===== src/rtl/abr_pkg.sv =====
// shared types, constants and functions of the brightness ramp
package abr_pkg;

    localparam int NUM_LEVELS  = 11;
    localparam int LVL_W       = 4;
    localparam int PCT_W       = 7;
    localparam int PERIOD_W    = 27;
    localparam int INTERVAL_W  = 8;
    localparam int BASE_W      = 15;
    localparam int STEP_W      = 12;
    localparam int RAW_W       = 16;
    localparam int THR_W       = 17;
    localparam int PROD_W      = PERIOD_W + PCT_W;
    localparam int QUO_W       = PROD_W - 2;
    localparam int CFG_IDX_W   = 2;
    localparam int RECIP_SHIFT = 36;

    typedef logic [LVL_W-1:0]      t_lvl;
    typedef logic [PCT_W-1:0]      t_pct;
    typedef logic [PERIOD_W-1:0]   t_period;
    typedef logic [INTERVAL_W-1:0] t_interval;
    typedef logic [BASE_W-1:0]     t_base;
    typedef logic [STEP_W-1:0]     t_step;
    typedef logic [THR_W-1:0]      t_thr;
    typedef logic [PROD_W-1:0]     t_prod;
    typedef logic [QUO_W-1:0]      t_quo;
    typedef logic [2*QUO_W-1:0]    t_wide;

    // floor(2^36 / 25), quotient estimate low by at most one
    localparam t_quo      RECIP_25       = 32'd2748779069;
    localparam t_quo      DIV_25         = 32'd25;

    localparam t_period   PERIOD_RST     = 27'd1000000;
    localparam t_interval INTERVAL_RST   = 8'd10;
    localparam t_base     BASE_RST       = 15'd30;
    localparam t_step     STEP_RST       = 12'd17;

    typedef enum logic [CFG_IDX_W-1:0] {
        CFG_PERIOD   = 2'd0,
        CFG_INTERVAL = 2'd1,
        CFG_BASE     = 2'd2,
        CFG_STEP     = 2'd3
    } t_cfg_idx;

    typedef struct packed {
        t_lvl cur;
        t_lvl goal;
        logic upd;
    } t_lvl_info;

    // duty percentage of a brightness level
    function automatic t_pct pct_of(input t_lvl lvl);
        t_pct pct;
        unique case (lvl)
            4'd0:    pct = 7'd1;
            4'd1:    pct = 7'd5;
            4'd2:    pct = 7'd10;
            4'd3:    pct = 7'd15;
            4'd4:    pct = 7'd20;
            4'd5:    pct = 7'd30;
            4'd6:    pct = 7'd40;
            4'd7:    pct = 7'd50;
            4'd8:    pct = 7'd60;
            4'd9:    pct = 7'd80;
            default: pct = 7'd100;
        endcase
        return pct;
    endfunction

endpackage


===== src/rtl/abr_in_if.sv =====
// input channel: light reading per tick
interface abr_in_if;
    logic        valid;
    logic        ready;
    logic [15:0] raw_light;
    logic        sample_ok;

    modport source(output valid, raw_light, sample_ok, input ready);
    modport sink(input valid, raw_light, sample_ok, output ready);
endinterface


===== src/rtl/abr_out_if.sv =====
// output channel: level and duty result per tick
interface abr_out_if;
    logic        valid;
    logic        ready;
    logic [3:0]  current_level;
    logic [3:0]  goal_level;
    logic [26:0] duty_ns;
    logic        duty_update;

    modport source(output valid, current_level, goal_level, duty_ns, duty_update, input ready);
    modport sink(input valid, current_level, goal_level, duty_ns, duty_update, output ready);
endinterface


===== src/rtl/auto_brightness_ramp_top.sv =====
// ambient light brightness ramp: goal pick, level step and pwm duty pipeline
//
// One transfer is accepted every cycle while the pipeline advances. Each reading
// passes an input register, the level update stage, a 7x27 multiply for percent
// times period and a two stage divide by 100 (reciprocal multiply plus one
// correction) that ends in the output register. The whole pipeline advances
// whenever the output register is empty or being taken; input ready drops only
// while a finished result waits. Configuration resets to period 1000000 ns,
// interval 10 ticks, base 30 and step 17; write it only while the block is idle.
module auto_brightness_ramp_top #(
    parameter int NUM_LEVELS = abr_pkg::NUM_LEVELS
) (
    input  logic                           i_clk,
    input  logic                           i_rst_n,
    input  logic                           i_cfg_we,
    input  logic [abr_pkg::CFG_IDX_W-1:0]  i_cfg_idx,
    input  logic [abr_pkg::PERIOD_W-1:0]   i_cfg_data,
    abr_in_if.sink                         i_in,
    abr_out_if.source                      o_out
);

    localparam abr_pkg::t_lvl TOP_LVL = abr_pkg::t_lvl'(NUM_LEVELS - 1);

    // configuration registers
    abr_pkg::t_period   r_period;
    abr_pkg::t_interval r_interval;
    abr_pkg::t_base     r_base;
    abr_pkg::t_step     r_step;

    always_ff @(posedge i_clk) begin
        if (!i_rst_n) begin
            r_period   <= abr_pkg::PERIOD_RST;
            r_interval <= abr_pkg::INTERVAL_RST;
            r_base     <= abr_pkg::BASE_RST;
            r_step     <= abr_pkg::STEP_RST;
        end else if (i_cfg_we) begin
            unique case (abr_pkg::t_cfg_idx'(i_cfg_idx))
                abr_pkg::CFG_PERIOD:   r_period   <= i_cfg_data;
                abr_pkg::CFG_INTERVAL: r_interval <= i_cfg_data[abr_pkg::INTERVAL_W-1:0];
                abr_pkg::CFG_BASE:     r_base     <= i_cfg_data[abr_pkg::BASE_W-1:0];
                abr_pkg::CFG_STEP:     r_step     <= i_cfg_data[abr_pkg::STEP_W-1:0];
                default: ;
            endcase
        end
    end

    // pipeline registers
    logic                     r_s1_valid;
    logic [abr_pkg::RAW_W-1:0] r_s1_raw;
    logic                     r_s1_ok;
    logic                     r_s2_valid;
    abr_pkg::t_lvl_info       r_s2_info;
    logic                     r_s3_valid;
    abr_pkg::t_lvl_info       r_s3_info;
    abr_pkg::t_prod           r_s3_prod;
    logic                     r_s4_valid;
    abr_pkg::t_lvl_info       r_s4_info;
    abr_pkg::t_quo            r_s4_y;
    abr_pkg::t_quo            r_s4_qest;
    logic                     r_out_valid;
    abr_pkg::t_lvl_info       r_out_info;
    abr_pkg::t_period         r_out_duty;

    // level state
    abr_pkg::t_lvl            r_cur;
    abr_pkg::t_lvl            r_goal;
    abr_pkg::t_interval       r_tick;

    logic adv;
    assign adv = !r_out_valid || o_out.ready;
    assign i_in.ready = adv;

    // goal pick from the halved reading
    abr_pkg::t_thr      reading;
    abr_pkg::t_lvl      goal_pick;
    abr_pkg::t_thr      thr;
    logic               sample;
    abr_pkg::t_lvl      n_goal;
    abr_pkg::t_lvl      n_cur;
    logic               n_upd;
    abr_pkg::t_interval n_tick;

    always_comb begin
        reading   = abr_pkg::t_thr'(r_s1_raw[abr_pkg::RAW_W-1:1]);
        goal_pick = TOP_LVL;
        thr       = '0;
        for (int lv = NUM_LEVELS - 2; lv >= 0; lv--) begin
            thr = abr_pkg::t_thr'(r_base)
                + abr_pkg::t_thr'(r_step) * abr_pkg::t_thr'(lv);
            if (reading <= thr) begin
                goal_pick = abr_pkg::t_lvl'(lv);
            end
        end
    end

    always_comb begin
        sample = r_tick >= r_interval;
        n_goal = (sample && r_s1_ok) ? goal_pick : r_goal;
        n_upd  = r_cur != n_goal;
        if (r_cur > n_goal) begin
            n_cur = r_cur - abr_pkg::t_lvl'(1);
        end else if (r_cur < n_goal) begin
            n_cur = r_cur + abr_pkg::t_lvl'(1);
        end else begin
            n_cur = r_cur;
        end
        n_tick = sample ? abr_pkg::t_interval'(1) : r_tick + abr_pkg::t_interval'(1);
    end

    always_ff @(posedge i_clk) begin
        if (!i_rst_n) begin
            r_cur  <= TOP_LVL;
            r_goal <= TOP_LVL;
            r_tick <= '0;
        end else if (adv && r_s1_valid) begin
            r_cur  <= n_cur;
            r_goal <= n_goal;
            r_tick <= n_tick;
        end
    end

    // divide by 100: drop two bits, then divide by 25
    abr_pkg::t_quo  y;
    abr_pkg::t_wide recip_prod;
    abr_pkg::t_quo  rem;
    abr_pkg::t_quo  quo;

    always_comb begin
        y          = r_s3_prod[abr_pkg::PROD_W-1:2];
        recip_prod = abr_pkg::t_wide'(y) * abr_pkg::t_wide'(abr_pkg::RECIP_25);
        rem        = r_s4_y - r_s4_qest * abr_pkg::DIV_25;
        quo        = (rem >= abr_pkg::DIV_25) ? r_s4_qest + abr_pkg::t_quo'(1) : r_s4_qest;
    end

    always_ff @(posedge i_clk) begin
        if (!i_rst_n) begin
            r_s1_valid  <= 1'b0;
            r_s2_valid  <= 1'b0;
            r_s3_valid  <= 1'b0;
            r_s4_valid  <= 1'b0;
            r_out_valid <= 1'b0;
        end else if (adv) begin
            r_s1_valid  <= i_in.valid;
            r_s2_valid  <= r_s1_valid;
            r_s3_valid  <= r_s2_valid;
            r_s4_valid  <= r_s3_valid;
            r_out_valid <= r_s4_valid;
        end
    end

    always_ff @(posedge i_clk) begin
        if (adv) begin
            r_s1_raw       <= i_in.raw_light;
            r_s1_ok        <= i_in.sample_ok;
            r_s2_info.cur  <= n_cur;
            r_s2_info.goal <= n_goal;
            r_s2_info.upd  <= n_upd;
            r_s3_info      <= r_s2_info;
            r_s3_prod      <= abr_pkg::t_prod'(abr_pkg::pct_of(r_s2_info.cur))
                            * abr_pkg::t_prod'(r_period);
            r_s4_info      <= r_s3_info;
            r_s4_y         <= y;
            r_s4_qest      <= abr_pkg::t_quo'(recip_prod[2*abr_pkg::QUO_W-1:abr_pkg::RECIP_SHIFT]);
            r_out_info     <= r_s4_info;
            r_out_duty     <= r_s4_info.upd ? quo[abr_pkg::PERIOD_W-1:0] : '0;
        end
    end

    assign o_out.valid         = r_out_valid;
    assign o_out.current_level = r_out_info.cur;
    assign o_out.goal_level    = r_out_info.goal;
    assign o_out.duty_ns       = r_out_duty;
    assign o_out.duty_update   = r_out_info.upd;

endmodule


===== src/flat_wrapper.sv =====
// flat-port wrapper written by rule: the top's interface ports become plain ports
module auto_brightness_ramp_top_flat 
#(
    parameter int NUM_LEVELS = abr_pkg::NUM_LEVELS
)
  (i_clk, i_rst_n, i_cfg_we, i_cfg_idx, i_cfg_data, i_in_valid, i_in_raw_light, i_in_sample_ok, i_in_ready, o_out_valid, o_out_current_level, o_out_goal_level, o_out_duty_ns, o_out_duty_update, o_out_ready);
  abr_in_if i_in_i ();
  abr_out_if o_out_i ();
  input  logic i_clk;
  input  logic i_rst_n;
  input  logic i_cfg_we;
  input  logic [abr_pkg::CFG_IDX_W-1:0] i_cfg_idx;
  input  logic [abr_pkg::PERIOD_W-1:0] i_cfg_data;
  input wire logic [$bits(i_in_i.valid)-1:0] i_in_valid;
  input wire logic [$bits(i_in_i.raw_light)-1:0] i_in_raw_light;
  input wire logic [$bits(i_in_i.sample_ok)-1:0] i_in_sample_ok;
  output wire logic [$bits(i_in_i.ready)-1:0] i_in_ready;
  output wire logic [$bits(o_out_i.valid)-1:0] o_out_valid;
  output wire logic [$bits(o_out_i.current_level)-1:0] o_out_current_level;
  output wire logic [$bits(o_out_i.goal_level)-1:0] o_out_goal_level;
  output wire logic [$bits(o_out_i.duty_ns)-1:0] o_out_duty_ns;
  output wire logic [$bits(o_out_i.duty_update)-1:0] o_out_duty_update;
  input wire logic [$bits(o_out_i.ready)-1:0] o_out_ready;
  assign i_in_i.valid = i_in_valid;
  assign i_in_i.raw_light = i_in_raw_light;
  assign i_in_i.sample_ok = i_in_sample_ok;
  assign i_in_ready = i_in_i.ready;
  assign o_out_valid = o_out_i.valid;
  assign o_out_current_level = o_out_i.current_level;
  assign o_out_goal_level = o_out_i.goal_level;
  assign o_out_duty_ns = o_out_i.duty_ns;
  assign o_out_duty_update = o_out_i.duty_update;
  assign o_out_i.ready = o_out_ready;
  auto_brightness_ramp_top #(.NUM_LEVELS(NUM_LEVELS)) u_core (.i_clk(i_clk), .i_rst_n(i_rst_n), .i_cfg_we(i_cfg_we), .i_cfg_idx(i_cfg_idx), .i_cfg_data(i_cfg_data), .i_in(i_in_i), .o_out(o_out_i));
endmodule

===== config.mk =====
export PLATFORM = sky130hd
export DESIGN_NAME = auto_brightness_ramp_top_flat
export DESIGN_NICKNAME = d
export VERILOG_FILES = /design/src/rtl/abr_pkg.sv /design/src/rtl/abr_in_if.sv /design/src/rtl/abr_out_if.sv /design/src/rtl/auto_brightness_ramp_top.sv /design/src/flat_wrapper.sv
export SDC_FILE = /design/constraint.sdc
export NUM_CORES = 2
export LEC_CHECK = 0
export BUFFER_PORTS_ARGS = -buffer_cell sky130_fd_sc_hd__buf_2
export CAP_MARGIN = 20
export CORE_MARGIN = 4
export CORE_UTILIZATION = 60
export CTS_BUF_LIST = sky130_fd_sc_hd__clkbuf_16
export CTS_CLUSTER_SIZE = 10
export DETAILED_ROUTE_END_ITERATION = 10
export PLACE_DENSITY = 0.83
export SLEW_MARGIN = 20
export SYNTH_ARGS = -nofsm -noshare
export SYNTH_HDL_FRONTEND = slang
export SYNTH_SLANG_ARGS = --single-unit

===== constraint.sdc =====
create_clock -name i_clk -period 6.87 [get_ports i_clk]
set_clock_uncertainty 0.15 [all_clocks]
set_input_delay 0 -clock i_clk [delete_from_list [all_inputs] [get_ports i_clk]]
set_output_delay 0 -clock i_clk [all_outputs]
set_load 0.05 [all_outputs]

# Word-level counts from Yosys, hierarchy flattened
# Memories as Yosys holds them, arrays and structs flattened. A register that Yosys moved wholly into a read port is not among the register bits.
# Index checks and enable logic that the tools add are counted.
[word_totals]
register_bits = 257
romBits = 112
input_bits = 51
wordCells = 97
mem_count = 1
[mem_list]
columns = ["name", "words", "word_bits", "read_ports", "rd_ports_with_merged_regs", "wr", "line_no", "rtl"]
rows = [
  ["(no name shown)", 16, 7, 1, 1, 0, "abr_pkg.sv:54", "unique case (lvl)"],
]
[classes]
add_sub_neg = 14
multipliers = 8
order_cmp = 14
n_eq_ne = 4
muxes = 17
n_reduce_logical = 9
[op_table]
columns = ["operator", "count"]
rows = [
  ["<= comparator 15 x 17 -> 1 bit", 9],
  ["adder 15 x 15 -> 16 bit", 4],
  ["multiplier 32 x 32 -> 64 bit, second input constant", 1],
  ["two-way mux 4 bit", 12],
  ["multiplier 7 x 27 -> 34 bit", 1],
  ["adder 15 x 14 -> 16 bit", 2],
  [">= comparator 32 x 5 -> 1 bit, second input constant", 1],
  ["multiplier 28 x 5 -> 32 bit, second input constant", 1],
  ["subtractor 32 bit", 1],
  ["multiplier 12 x 3 -> 15 bit, second input constant", 2],
  ["multiplier 12 x 2 -> 14 bit, second input constant", 2],
  ["adder 27 x 1 -> 27 bit, second input constant", 1],
  ["two-way mux 27 bit", 1],
  ["adder 15 x 16 -> 17 bit", 1],
  ["adder 15 x 12 -> 16 bit", 1],
  ["adder 15 x 13 -> 16 bit", 1],
  ["multiplier 12 x 4 -> 16 bit, second input constant", 1],
  ["<= comparator 15 bit", 1],
  ["adder 8 x 1 -> 8 bit, second input constant", 1],
  [">= comparator 8 bit", 1],
  ["two-way mux 8 bit", 1],
  ["AND reduction 2 bit", 4],
  ["two-way mux 7 bit", 1],
  ["adder 4 x 1 -> 4 bit, second input constant", 1],
  ["other kinds (11)", 14],
]

# Longest topological paths before layout
[depth]
word_depth = 18
depth_mapped = 42
depth_no_buf = 42

# Worst setup path after synthesis
# OpenSTA, ideal clock, no wires.
[synth_timing]
path_type = "register -> register"
from = "reg u_core.r_out_valid (netlist: u_core.o_out.valid)"
to = "reg (tool-made name)"
setup_ps = 123
t_arrival_ps = 7909
t_required_ps = 6597
setup_slack_ps = -1312
stages_incl_launch_ff = 10
path_buffers = 1
synth_period_minus_slack_ps = 8182
path_cell_list = "dfxtp_1 > nor2b_1 > inv_1 > clkbuf_1 > mux2i_1 > ha_1 > inv_1 > nor2_1 > a21oi_1 > o21ai_0"
[synth_lines]
columns = ["item", "line_no", "rtl"]
rows = [
  ["start: declaration", "auto_brightness_ramp_top.sv:60", "logic r_out_valid;"],
  ["start signal: assignment", "auto_brightness_ramp_top.sv:147", "r_out_valid <= r_s4_valid;"],
]

==> flow_summary.yaml <==
place:
  io_buffer_count: 87
  dpl-instance-area_um2: 50700
  dp_hpwl_um: 107000
  gp_congestion: 1.02
logic_synthesis:
  synth_area_um2: 45600
  synth_cell_types: 81
  seq_area_frac_synth_pct: 15.2
  synth_edf_count: 171
  syn-num-nets: 6212
  ys_seq_elements: 261
  synthCells: 4674
  synth_top_area_share_pct: 27.5
  async_reset_ff_share_pct: 0
  synth_area_leaders: "fa_1, ha_1, edfxtp_1, inv_1, dfxtp_1"
  avgSynthCellArea_um2: 9.75
  yosys_warnings: 0
  yosys.area.top_type: "fa_1"
  ys.flop_type: "edfxtp_1"
floorplan:
  die-area_um2: 80400
  die_y_um: 284
  initial_core_util_pct: 60.9
  die_w_um: 284
  rows: 100
  core_area_um2: 74800
  io_pins: 89
routing:
  remaining_drc_errors: 0
  routedWlPerCell_um: 22.1
  wl_um: 141000
  drtPass1Iterations: 8
  route.vias.total: 38168
  drt_first_iter_violations: 3330
  detail-route-antenna-nets: 0
  via_per_inst: 5.98
sta:
  setup-violations-final: 41
  slew_violations: 0
  relSlewSlack_pct: 34.4
  hold_violations: 0
  fin_crit_ns: 7.66
  setup_ws_ns: -0.786
  grt_setup_unrepaired: "yes"
  worst_pin_slew_ns: 0.981
  fmax_ghz: 0.131
  period_share_pct: 111
status:
  violations: "setup timing"
  outcome: "finished, violations left"
critical_path:
  cp_max_fo: 5
  crit_top_cell: "buf_4"
  slowest_stage: "dfxtp_4"
  critical_path.max_stage_delay_ns: 0.37
  timing_worst_setup_path_type: "flip-flop to flip-flop"
  worst_ep_required_time_ns: 7.22
  start_kind: "flip-flop"
  endpoint_kind: "flip-flop"
  cp_data_arrival_time_ns: 8.01
clocking:
  cts.sinks: 261
  cts_tree: "built"
  clockBufferDepth: 3
  root_buffer: "clkbuf_16"
  numCtsBuffers: 36
  clk_pin_slew_ns: 0.06
  clk_latency_ns: 0.60
  htree_levels: 2
global_route:
  grt_max_degree: 141
  grt_pass1_wl_um: 219000
  first_global_vias: 40529
  grt_overflow: 0
  antenna_found_initial: 3
  track_usage_pct: 34.4
layout:
  final_nets: 6927
  mostFrequentLayoutCell: "inv_1"
  area_delta_synth_final_pct: 20.4
  final_cell_mix: "inv_1, ha_1, fa_1, buf_4, nand2_1"
  multi_input_area_um2: 36100
  final_area_um2: 54900
  regArea_um2: 6950
  drive_gt1_share_pct: 17.6
  n_fill_cell: 4799
min_path:
  hp-class: "input port to flip-flop"
flow_run:
  drv_cap: 0
==> cell usage after synthesis, types with 6 or more instances <==
cell	count
or3_1	15
nor2_1	129
nand3b_1	13
ha_1	861
a31o_2	7
nor2b_1	46
a211o_1	9
o31ai_1	11
a21oi_1	211
nand4_1	44
a211oi_1	19
buf_1	11
nor4_1	13
nand2_1	402
clkbuf_1	63
o211ai_1	22
edfxtp_1	171
or2_2	10
nand2b_1	33
a21o_1	96
mux2i_1	25
xnor2_1	136
inv_1	938
o21a_1	58
fa_1	626
and4_1	11
a2111oi_0	9
and2_1	53
and3_1	21
a31oi_1	10
xor2_1	56
o2111ai_1	9
a21boi_0	56
a41oi_1	6
o21bai_1	41
nor3_1	45
o21ai_0	124
a221oi_1	7
nand3_1	73
dfxtp_1	90
==> flip-flops by register name (all words and copies together) (netlist names), 9 cells and up, named ones only <==
name                  cells
u_core.r_s3_prod         32
u_core.r_s4_info          9
u_core.r_s2_info          9
u_core.r_s1_raw          15
u_core.r_step            12
u_core.r_period          27
u_core.r_s4_qest         28
u_core.r_base            15
u_core.o_out.duty_ns     27
u_core.r_s3_info          9
u_core.r_s4_y            32
==> stage by stage <==
stage / cells / hold slack (ns) / TNS [ns] / utilization (%) / setup WS, ns
final: 6384 / 0.0129 / -13.72 / 73.3 / -0.786
after global routing: 6383 / 0.00585 / -22.53 / 73.3 / -1.06
after CTS: 6355 / 0.00483 / -5.46 / 72.3 / -0.445
after detailed placement: 6143 / 0.0282 / -17.77 / 67.8 / -0.901
after global placement: 6143 / 0.0262 / -9.10 / 67.8 / -0.574
after floorplan: 4674 / -0.0511 / -0.0205 / - / -0.0205
==> critical path, delay by kind of cell, from the launching register on <==
kind	cells	cell delay, ns
AOI/OAI and AO/OA	16	2.80
adders and majority gates	5	1.45
DFF	1	0.37
muxes	1	0.24
xor gates and xnor gates	3	0.43
and+or+nand+nor	9	1.10
buffers and inverters	7	1.00
==> cells by family after synthesis <==
| logic type | share of synthesized area (%) |
|---|---|
| AND/OR/NAND/NOR | 9.64 |
| multiplexers | 0.623 |
| XOR/XNOR | 3.69 |
| AO/OA/AOI/OAI | 11.3 |
| buffers and inverters | 8.37 |
| flip-flops | 15.2 |
| adder cells (fa/ha/maj) | 51.1 |
==> path summary, 6_finish.rpt <==
| check | start | to | slack [ns] | depth (start not counted) |
|---|---|---|---|---|
| hold reg to reg | u_core.r_s2_info[3] | u_core.r_s3_info[3] | 0.27 | 0 |
| hold / removal | i_in_raw_light[1] | u_core.r_s1_raw[1] | 0.01 | 2 |
| setup reg to reg | u_core.r_step[2] | flip-flop | -0.79 | 41 |
| setup / recovery | u_core.r_step[2] | flip-flop | -0.79 | 41 |
==> final cells by class <==
cell class	count	area share, %
Clock buffer	37	1.69
Multi-Input combinational cell	3399	65.7
Tap cell	969	2.21
Sequential cell	261	12.7
Antenna cell	2	0.00912
Timing Repair Buffer	753	10.7
Inverter	938	6.45
Clock inverter	25	0.486
==> metal layers <==
metal  vias up  track usage, %  share of wire, %
li1      16958               -                 -
met1     18527            42.4                37
met2      2027            56.9                47
met3       654            6.23               8.8
met4         2            19.8               7.4
met5         -               0            0.0099
==> repair_timing <==
action	4_1_cts	5_1_grt
resized for setup	172	141
buffers inserted	50	34
hold buffers	103	0
endpoints found under the hold margin	92	0
pin swaps	140	165
setup endpoints to repair	43	44
Power is not shown: default switching activity piles up to over one toggle a cycle in this logic, so the estimate is an artifact.
